==> src/rtl/bps_pkg.sv <==
// package: shared types and constants for the button power supervisor
`timescale 1ns / 1ps
`default_nettype none

package bps_pkg;

    localparam int unsigned DEB_W    = 3;
    localparam int unsigned HOLD_W   = 16;
    localparam int unsigned CHARGE_W = 8;
    localparam int unsigned IDLE_W   = 18;
    localparam int unsigned CFG_IDX_W  = 3;
    localparam int unsigned CFG_DATA_W = 18;

    localparam logic [DEB_W-1:0]    SAME_MAX   = '1;
    localparam logic [HOLD_W-1:0]   HOLD_MAX   = '1;
    localparam logic [CHARGE_W-1:0] CHARGE_MAX = '1;
    localparam logic [IDLE_W-1:0]   IDLE_MAX   = '1;

    localparam logic [DEB_W-1:0]    DEB_RST       = 3'd3;
    localparam logic [HOLD_W-1:0]   HOLD_RST      = 16'd900;
    localparam logic [CHARGE_W-1:0] CHARGE_RST    = 8'd21;
    localparam logic [IDLE_W-1:0]   IDLE_STOP_RST = 18'd66000;
    localparam logic [IDLE_W-1:0]   IDLE_OFF_RST  = 18'd96000;

    typedef enum logic [1:0] {
        BTN_UP      = 2'd0,
        BTN_PRESSED = 2'd1,
        BTN_UNSEEN  = 2'd2
    } btn_t;

    typedef enum logic [1:0] {
        EV_NONE    = 2'd0,
        EV_PRESS   = 2'd1,
        EV_RELEASE = 2'd2
    } ev_t;

    typedef enum logic [CFG_IDX_W-1:0] {
        REG_DEBOUNCE  = 3'd0,
        REG_LONG_HOLD = 3'd1,
        REG_CHARGE    = 3'd2,
        REG_IDLE_STOP = 3'd3,
        REG_IDLE_OFF  = 3'd4
    } reg_idx_t;

    typedef struct packed {
        logic [DEB_W-1:0]    debounce_ticks;
        logic [HOLD_W-1:0]   long_hold_ticks;
        logic [CHARGE_W-1:0] charge_ticks;
        logic [IDLE_W-1:0]   idle_stop_ticks;
        logic [IDLE_W-1:0]   idle_off_ticks;
    } cfg_t;

    typedef struct packed {
        logic button_level;
        logic charger_pin;
        logic runnable;
        logic idle_clear;
    } req_t;

    typedef struct packed {
        ev_t  button_event;
        logic motor_run;
        logic power_off;
        logic link_safe;
    } rsp_t;

endpackage

`default_nettype wire

==> src/rtl/button_power_supervisor.sv <==
// top level: config registers, supervisor core and two-entry output buffer
// One request per 10 ms tick, one result per request. A request can be taken
// every clock cycle while in_stall is low; its result is registered into the
// output register, or into the skid register behind it while a result waits
// there, so one more request gets in; in_stall rises only when both are full.
// All tick work (debounce, hold, charge and idle counters, motor and power-off
// flags) is one combinational pass from the inputs and the state registers.
// Config writes are always ready and are meant to happen while no result is
// pending. Power off stays latched until reset.
`timescale 1ns / 1ps
`default_nettype none

module button_power_supervisor
(
    input  wire logic                           clk,
    input  wire logic                           rst_n,
    input  wire logic                           in_valid,
    output logic                                in_stall,
    input  wire logic                           button_level,
    input  wire logic                           charger_pin,
    input  wire logic                           runnable,
    input  wire logic                           idle_clear,
    output logic                                out_valid,
    input  wire logic                           out_stall,
    output logic [1:0]                          button_event,
    output logic                                motor_run,
    output logic                                power_off,
    output logic                                link_safe,
    input  wire logic                           cfg_valid,
    output logic                                cfg_ready,
    input  wire logic [bps_pkg::CFG_IDX_W-1:0]  cfg_index,
    input  wire logic [bps_pkg::CFG_DATA_W-1:0] cfg_data
);
    import bps_pkg::*;

    cfg_t cfg_reg;
    req_t req;
    rsp_t rsp;
    rsp_t main_reg, main_next;
    rsp_t skid_reg, skid_next;
    logic main_valid_reg, main_valid_next;
    logic skid_valid_reg, skid_valid_next;
    logic accept;
    logic pop;

    assign cfg_ready = 1'b1;
    assign in_stall  = skid_valid_reg;
    assign accept    = in_valid & ~skid_valid_reg;
    assign pop       = main_valid_reg & ~out_stall;

    assign req.button_level = button_level;
    assign req.charger_pin  = charger_pin;
    assign req.runnable     = runnable;
    assign req.idle_clear   = idle_clear;

    always_ff @(posedge clk or negedge rst_n)
    begin
        if (!rst_n)
        begin
            cfg_reg.debounce_ticks  <= DEB_RST;
            cfg_reg.long_hold_ticks <= HOLD_RST;
            cfg_reg.charge_ticks    <= CHARGE_RST;
            cfg_reg.idle_stop_ticks <= IDLE_STOP_RST;
            cfg_reg.idle_off_ticks  <= IDLE_OFF_RST;
        end
        else if (cfg_valid && cfg_ready)
        begin
            case (cfg_index)
                REG_DEBOUNCE:  cfg_reg.debounce_ticks  <= cfg_data[DEB_W-1:0];
                REG_LONG_HOLD: cfg_reg.long_hold_ticks <= cfg_data[HOLD_W-1:0];
                REG_CHARGE:    cfg_reg.charge_ticks    <= cfg_data[CHARGE_W-1:0];
                REG_IDLE_STOP: cfg_reg.idle_stop_ticks <= cfg_data[IDLE_W-1:0];
                REG_IDLE_OFF:  cfg_reg.idle_off_ticks  <= cfg_data[IDLE_W-1:0];
                default:       ;
            endcase
        end
    end

    bps_core u_core
    (
        .clk    (clk),
        .rst_n  (rst_n),
        .accept (accept),
        .cfg    (cfg_reg),
        .req    (req),
        .rsp    (rsp)
    );

    // output register with skid
    always_comb
    begin
        main_next       = main_reg;
        skid_next       = skid_reg;
        main_valid_next = main_valid_reg;
        skid_valid_next = skid_valid_reg;
        if (pop)
        begin
            if (skid_valid_reg)
            begin
                main_next       = skid_reg;
                skid_valid_next = 1'b0;
            end
            else if (accept)
            begin
                main_next = rsp;
            end
            else
            begin
                main_valid_next = 1'b0;
            end
        end
        else if (accept)
        begin
            if (!main_valid_reg)
            begin
                main_next       = rsp;
                main_valid_next = 1'b1;
            end
            else
            begin
                skid_next       = rsp;
                skid_valid_next = 1'b1;
            end
        end
    end

    always_ff @(posedge clk or negedge rst_n)
    begin
        if (!rst_n)
        begin
            main_valid_reg <= 1'b0;
            skid_valid_reg <= 1'b0;
        end
        else
        begin
            main_valid_reg <= main_valid_next;
            skid_valid_reg <= skid_valid_next;
        end
    end

    always_ff @(posedge clk)
    begin
        main_reg <= main_next;
        skid_reg <= skid_next;
    end

    assign out_valid    = main_valid_reg;
    assign button_event = main_reg.button_event;
    assign motor_run    = main_reg.motor_run;
    assign power_off    = main_reg.power_off;
    assign link_safe    = main_reg.link_safe;

endmodule

`default_nettype wire

==> src/rtl/bps_core.sv <==
// per-tick supervisor state and next-state logic
`timescale 1ns / 1ps
`default_nettype none

module bps_core
(
    input  wire logic          clk,
    input  wire logic          rst_n,
    input  wire logic          accept,
    input  wire bps_pkg::cfg_t cfg,
    input  wire bps_pkg::req_t req,
    output bps_pkg::rsp_t      rsp
);
    import bps_pkg::*;

    btn_t                last_sample_reg, last_sample_next;
    logic [DEB_W-1:0]    same_count_reg, same_count_next;
    btn_t                stable_state_reg, stable_state_next;
    logic                press_seen_reg, press_seen_next;
    logic                running_reg, running_next;
    logic                start_enabled_reg, start_enabled_next;
    logic [HOLD_W-1:0]   hold_count_reg, hold_count_next;
    logic [CHARGE_W-1:0] charge_count_reg, charge_count_next;
    logic [IDLE_W-1:0]   idle_count_reg, idle_count_next;
    logic                off_latched_reg, off_latched_next;

    btn_t             cur;
    ev_t              ev;
    logic [DEB_W-1:0] same_inc;
    logic [IDLE_W-1:0] idle_base;

    always_comb
    begin
        cur                = req.button_level ? BTN_PRESSED : BTN_UP;
        ev                 = EV_NONE;
        last_sample_next   = last_sample_reg;
        same_count_next    = same_count_reg;
        stable_state_next  = stable_state_reg;
        press_seen_next    = press_seen_reg;
        running_next       = running_reg;
        start_enabled_next = start_enabled_reg;
        hold_count_next    = hold_count_reg;
        charge_count_next  = charge_count_reg;
        off_latched_next   = off_latched_reg;
        same_inc           = (same_count_reg != SAME_MAX) ? same_count_reg + 1'b1
                                                          : same_count_reg;
        idle_base          = req.idle_clear ? '0 : idle_count_reg;

        // debounce
        if (cur != last_sample_reg)
        begin
            last_sample_next = cur;
            same_count_next  = '0;
        end
        else
        begin
            same_count_next = same_inc;
            if (same_inc == cfg.debounce_ticks && last_sample_reg != stable_state_reg)
            begin
                if (stable_state_reg == BTN_UP && last_sample_reg == BTN_PRESSED)
                begin
                    ev              = EV_PRESS;
                    press_seen_next = 1'b1;
                end
                else if (stable_state_reg == BTN_PRESSED && last_sample_reg == BTN_UP)
                begin
                    if (press_seen_reg)
                        ev = EV_RELEASE;
                end
                stable_state_next = last_sample_reg;
            end
        end

        // events and hold
        if (ev != EV_NONE)
        begin
            idle_base = '0;
            if (ev == EV_PRESS && running_reg)
            begin
                running_next       = 1'b0;
                start_enabled_next = 1'b0;
            end
            else if (ev == EV_RELEASE && !running_reg)
            begin
                if (!start_enabled_reg)
                    start_enabled_next = 1'b1;
                else if (req.runnable)
                    running_next = 1'b1;
            end
            hold_count_next = '0;
        end
        else if (stable_state_next == BTN_UP)
        begin
            hold_count_next = '0;
        end
        else
        begin
            if (hold_count_reg != HOLD_MAX)
                hold_count_next = hold_count_reg + 1'b1;
            if (hold_count_next >= cfg.long_hold_ticks)
                off_latched_next = 1'b1;
        end

        // charging, pin low means charging
        if (!req.charger_pin)
        begin
            if (charge_count_reg != CHARGE_MAX)
                charge_count_next = charge_count_reg + 1'b1;
            if (charge_count_next >= cfg.charge_ticks)
            begin
                running_next     = 1'b0;
                off_latched_next = 1'b1;
            end
        end
        else
        begin
            charge_count_next = '0;
        end

        // idle timeout
        idle_count_next = (idle_base != IDLE_MAX) ? idle_base + 1'b1 : idle_base;
        if (idle_count_next >= cfg.idle_stop_ticks)
            running_next = 1'b0;
        if (idle_count_next >= cfg.idle_off_ticks)
            off_latched_next = 1'b1;
    end

    always_comb
    begin
        rsp.button_event = ev;
        rsp.motor_run    = running_next & ~off_latched_next;
        rsp.power_off    = off_latched_next;
        rsp.link_safe    = ~req.button_level;
    end

    always_ff @(posedge clk or negedge rst_n)
    begin
        if (!rst_n)
        begin
            last_sample_reg   <= BTN_UNSEEN;
            same_count_reg    <= '0;
            stable_state_reg  <= BTN_UNSEEN;
            press_seen_reg    <= 1'b0;
            running_reg       <= 1'b0;
            start_enabled_reg <= 1'b1;
            hold_count_reg    <= '0;
            charge_count_reg  <= '0;
            idle_count_reg    <= '0;
            off_latched_reg   <= 1'b0;
        end
        else if (accept)
        begin
            last_sample_reg   <= last_sample_next;
            same_count_reg    <= same_count_next;
            stable_state_reg  <= stable_state_next;
            press_seen_reg    <= press_seen_next;
            running_reg       <= running_next;
            start_enabled_reg <= start_enabled_next;
            hold_count_reg    <= hold_count_next;
            charge_count_reg  <= charge_count_next;
            idle_count_reg    <= idle_count_next;
            off_latched_reg   <= off_latched_next;
        end
    end

endmodule

`default_nettype wire
==> config.mk <==
export PLATFORM = sky130hd
export DESIGN_NAME = button_power_supervisor
export DESIGN_NICKNAME = d
export VERILOG_FILES = /design/src/rtl/bps_pkg.sv /design/src/rtl/button_power_supervisor.sv /design/src/rtl/bps_core.sv
export SDC_FILE = /design/constraint.sdc
export NUM_CORES = 1
export LEC_CHECK = 0
export ABC_AREA = 1
export BUFFER_PORTS_ARGS = -buffer_cell sky130_fd_sc_hd__buf_2
export CORE_AREA = 2 2 124 126
export DETAILED_ROUTE_END_ITERATION = 12
export DIE_AREA = 0 0 126 128
export PLACE_DENSITY = 0.73
export SETUP_SLACK_MARGIN = 0.3
export SYNTH_ARGS = -nofsm -noshare
export SYNTH_HDL_FRONTEND = slang
export SYNTH_SLANG_ARGS = --single-unit
==> constraint.sdc <==
create_clock -name clk -period 3.85 [get_ports clk]
set_input_delay 0.1925 -clock clk [delete_from_list [all_inputs] [get_ports clk]]
set_output_delay 0.1925 -clock clk [all_outputs]
set_load 0.01 [all_outputs]
Yosys cells after proc, flatten, opt, wreduce, memory -nomap -nowiden --
Cells that the tools add are included.
Word-level totals: input port bits 30, bits in writable memories 0, word-level logic and storage cells 136, memories kept 0, register bits 128, latch bits 0, ROM bits 0
Cells by class: eq/ne operators 18, $mul 0, $add $sub $neg 4, reductions and logical operators 27, bitwise operators 9, divide/modulo/power cells 0, shift-type cells 0, order comparisons 4, mux-type cells 49
Operators with widths (number):
- $mux 16 | 5
- $mux 18 | 3
- $ge 18x18->1 | 2
- $mux 5 | 5
- $mux 1 | 24
- $mux 8 | 3
- $add 18x1->18 const B | 1
- $ne 18x18->1 const B | 1
- $add 16x1->16 const B | 1
- $ge 16x16->1 | 1
- $ne 16x16->1 const B | 1
- $mux 2 | 7
- $reduce_and 2->1 | 7
- $reduce_and 3->1 | 4
- $reduce_bool 2->1 | 5
- $add 8x1->8 const B | 1
- $ge 8x8->1 | 1
- $ne 8x8->1 const B | 1
- $eq 2x1->1 const B | 3
- $eq 3x2->1 const B | 2
- $logic_not 2->1 | 3
- $mux 3 | 2
- $not 1->1 | 6
- $logic_and 1x1->1 | 5
- other kinds (13) | 17

Depth between registers and ports, before layout --
depth in word-level cells 21, depth in mapped cells 36, gate-level depth less buffers 32

By module --
From an unflattened synthesis, not the netlist that was laid out.
Second synthesis, totals: cell total of the unflattened synthesis 1077, area total of the unflattened synthesis 8305.5 µm²
By module, submodules not included:
- bps_core | area each 5205.0 µm², instances 1, cells an instance 749
- button_power_supervisor | area each 3100.5 µm², instances 1, cells an instance 328

Worst setup path before layout --
No wires, ideal clock.
kind reg-to-reg, start register u_core.same_count_reg[0], end register main_reg (netlist bit power_off), data pin, path buffers 4, setup time 252 ps, arrival time 3936 ps, path slack -339 ps, stages on the path, launching flop included 36, period minus slack after synthesis 4189 ps, cell sequence dfrtp_1 -> ha_1 -> nand2_2 -> nand2_1 -> nand2_1 -> nand2_1 -> nand2_1 -> nor2_4 -> o211ai_4 -> buf_6 -> buf_6 -> buf_6 -> nand2_1 -> inv_1 -> ha_1 -> nand4_1 -> inv_2 -> nand2_4 -> nor2_8 -> nand2_4 -> buf_6 -> nand2_2 -> nand2_1 -> ha_1 -> o21ai_0 -> a21boi_0 -> o21bai_1 -> nand2_1 -> a21oi_1 -> o21ai_0 -> nand3_1 -> nand2_1 -> nor2_2 -> nand2_2 -> nand2_1 -> nand2_1
RTL lines:
- start: declaration | RTL line bps_core.sv:17 | logic [DEB_W-1:0] same_count_reg, same_count_next;
- start signal: assignment | RTL line bps_core.sv:154 | same_count_reg <= same_count_next;
- end signal: assignment | RTL line button_power_supervisor.sv:143 | main_reg <= main_next;
- end: declaration | RTL line button_power_supervisor.sv:39 | rsp_t main_reg, main_next;

==> metrics <==
status=complete, but fails checks; failing checks=negative setup slack; Top Ports=38; worst path required time=about 4000 ps; final setup TNS=-307 ps; main flop type after synthesis=dfrtp_1; Buf/Inv on CP=1; synth cell count leaders=nand2_1 (219), inv_1 (192), o21ai_0 (103); mean number of vias per cell=around 5.3; Starting Density=0.541; HP Start=cfg_data[16]; final setup violation count=4; vias in the first global route=6,848; reg-to-reg critical path endpoint=power_off$_DFFE_PP_; Total GRT Usage=0.250; post-synth top area cell=dfrtp_1; GRT Residual Overflow=0; Post-Syn Nets=1,126; hpwl dp=between 10,000 and 15,000 microns; Max Clk Rate=251 MHz; sequential area share after synthesis=0.409; # clock sinks=128; max-slew violation count=0; Max FO, Critical Path=31; CP Launch Type=flip-flop; pwr dens=522 nW/um^2; RSZ-0062 raised after global routing=true; initial antenna violation count=0; Final Instance Area=approximately 9900 sq um; Reg2Reg Depth=29; Slew HR=0.192; residual DRC count=0; Final Critical Period=3980 ps; Max Cap Viol=0; hold depth=3; Largest delay share family, worst path=simple AND/OR/NAND/NOR gates; Die Height=about 130 microns; global-route wire length before repair=32,200 microns; register area=3280 sq um; number of I/O port buffers=36; Hold WS=9.03 ps; Finished Layout Cells=around 1,300; Critical Path Max Stage Delay=410 ps; Worst-Margin Slew=between 1000 and 1500 ps; worst r2r src=u_core.same_count_reg[0]$_DFFE_PN0P_; worst setup margin=-133 ps; Iter 0 DRT Violations=536; die area=16,100 sq um; maximum VDD drop=0.000384 V; EDFF count, synth=10; worst setup path class=flip-flop to flip-flop; maximum clock path buffer count=2; crit path DAT=4160 ps; Leak=about 0.0050 uW; Final Cycle Share=1.03; Rows=45; Async S/R FF share, synth=0.922; final WL=approximately 20,000 microns; Multi-input gate area=roughly 4300 sq um; worst-skew pair later-pin latency=430 ps; Worst Hold End=cfg_reg[16]$_DFFE_PN1P_; CTS HTree Levels=4; worst slack, placed=-193 ps; clock skew=14.6 ps; post-route ant nets=0; DR vias=a little over 7,000; top cell type's share of synthesized area=0.293; syn_area_per_cell=7.79 sq um; Synth area leaders=dfrtp_1 (29%), nand2_1 (10%), ha_1 (10%); layout cells sized above 1=0.229; fillers=1,262; Netlist Area Pre-Place=8040 sq um; count leader, synth=nand2_1; DRT Pass-1 Iters=5; Synth Register Bits=128; Area after DPL=roughly 8900 sq um; slowest CP cell=dfrtp_1; diode count=0; placed cell count=1,289; nature of the critical path endpoint=flip-flop; NumNets Final=1,234; HP Class=primary input to flip-flop; Placeable Area=14,900 sq um; drt wl/cell=14.7 microns; Synth warnings=0; post-synthesis cell count=1,031; max reg flops=63; Worst R2R Setup Slack=-130 ps; Worst-path clk slew=60 ps; CTS tree=built; Final Wtd Congestion=0.891; CTS Buf Count=17; post-synth cell types=49; CTS Root Cell=clkbuf_16; largest net degree at the start of global routing=79; area delta synth->final=23.4%; Final Hold Vio Count=0; Die X=126 microns
## cell type report
type | count | area share
Multi-Input combinational cell | 680 | 0.431
Sequential cell | 128 | 0.331
Timing Repair Buffer | 114 | 0.0806
Inverter | 198 | 0.0749
Clock buffer | 23 | 0.0483
Tap cell | 188 | 0.0237
Clock inverter | 9 | 0.0107
## worst max path at each step
stage / to / cells after the start / start / slack, ps
after floorplan: power_off$_DFFE_PP_ / 35 / u_core.same_count_reg[1]$_DFFE_PN0P_ / -150
after global placement: motor_run$_DFFE_PP_ / 30 / u_core.same_count_reg[1]$_DFFE_PN0P_ / -70
after detailed placement: motor_run$_DFFE_PP_ / 26 / u_core.same_count_reg[0]$_DFFE_PN0P_ / -190
after CTS: motor_run$_DFFE_PP_ / 31 / u_core.same_count_reg[0]$_DFFE_PN0P_ / -110
after global routing: power_off$_DFFE_PP_ / 31 / u_core.same_count_reg[0]$_DFFE_PN0P_ / -370
final: power_off$_DFFE_PP_ / 29 / u_core.same_count_reg[0]$_DFFE_PN0P_ / -130
## power breakdown
| part | switching [uW] | internal, uW |
|---|---|---|
| clock | 606 | 1010 |
| combinational | 1010 | 720 |
| sequential | 178 | 1650 |
## through the flow
stage,util,power (uW)
after floorplan,-,2830
after global placement,0.597,3300
after detailed placement,0.597,3340
after CTS,0.654,5060
after global routing,0.667,5510
final,0.667,5180
## timing repair
item,CTS,global route
pin swaps,22,28
setup endpoints to repair,6,6
hold buffers,1,0
gates resized for setup,32,34
gates cloned,1,0
hold endpoints to repair,62,0
setup buffers,11,6
## routing by layer
metal	track usage	share of wire	vias up	wire length, microns
met5	0	0	-	0
met4	0.0769	0.015	0	295
met3	0.0501	0.031	28	620
met2	0.415	0.49	120	9670
met1	0.332	0.46	3357	9100
li1	-	-	3556	-
## worst reg2reg max path: cells and delay by family, from the launching register on
family	cells	cell delay (ps)
AOI/OAI and AO/OA	6	730
and+or+nand+nor	20	1960
adders and majority gates	2	410
DFF	1	410
buffers and inverters	1	220
## logic make-up after synthesis
logic type                 after synthesis  synth area share
and+or+nand+nor                        406             0.229
xor gates and xnor gates                22            0.0240
other                                    1          0.000467
adders and majority gates               65             0.101
buffers and inverters                  224             0.109
DFF                                    128             0.409
AOI/OAI and AO/OA                      185             0.128
## layout by cell type (no fill, tap or decap), types with 4 or more instances in the layout
cell / count
dfrtp_1: 94
clkbuf_16: 18
inv_1: 188
o21ai_0: 97
nand3_1: 45
nor4_1: 8
clkbuf_1: 4
ha_4: 10
buf_2: 35
nor2_2: 5
o22ai_1: 25
dfstp_2: 24
nand3b_1: 5
buf_4: 75
nand2_4: 14
nand3_2: 9
inv_2: 8
nand4_1: 13
ha_1: 55
clkinv_2: 4
a21oi_2: 4
xor2_1: 17
o21ai_1: 8
edfxtp_1: 10
a21oi_1: 30
nand2_2: 18
nand2_1: 198
nor2_1: 57
nor3_1: 15
nor2_4: 6
Power figures use the tool's default switching activity.
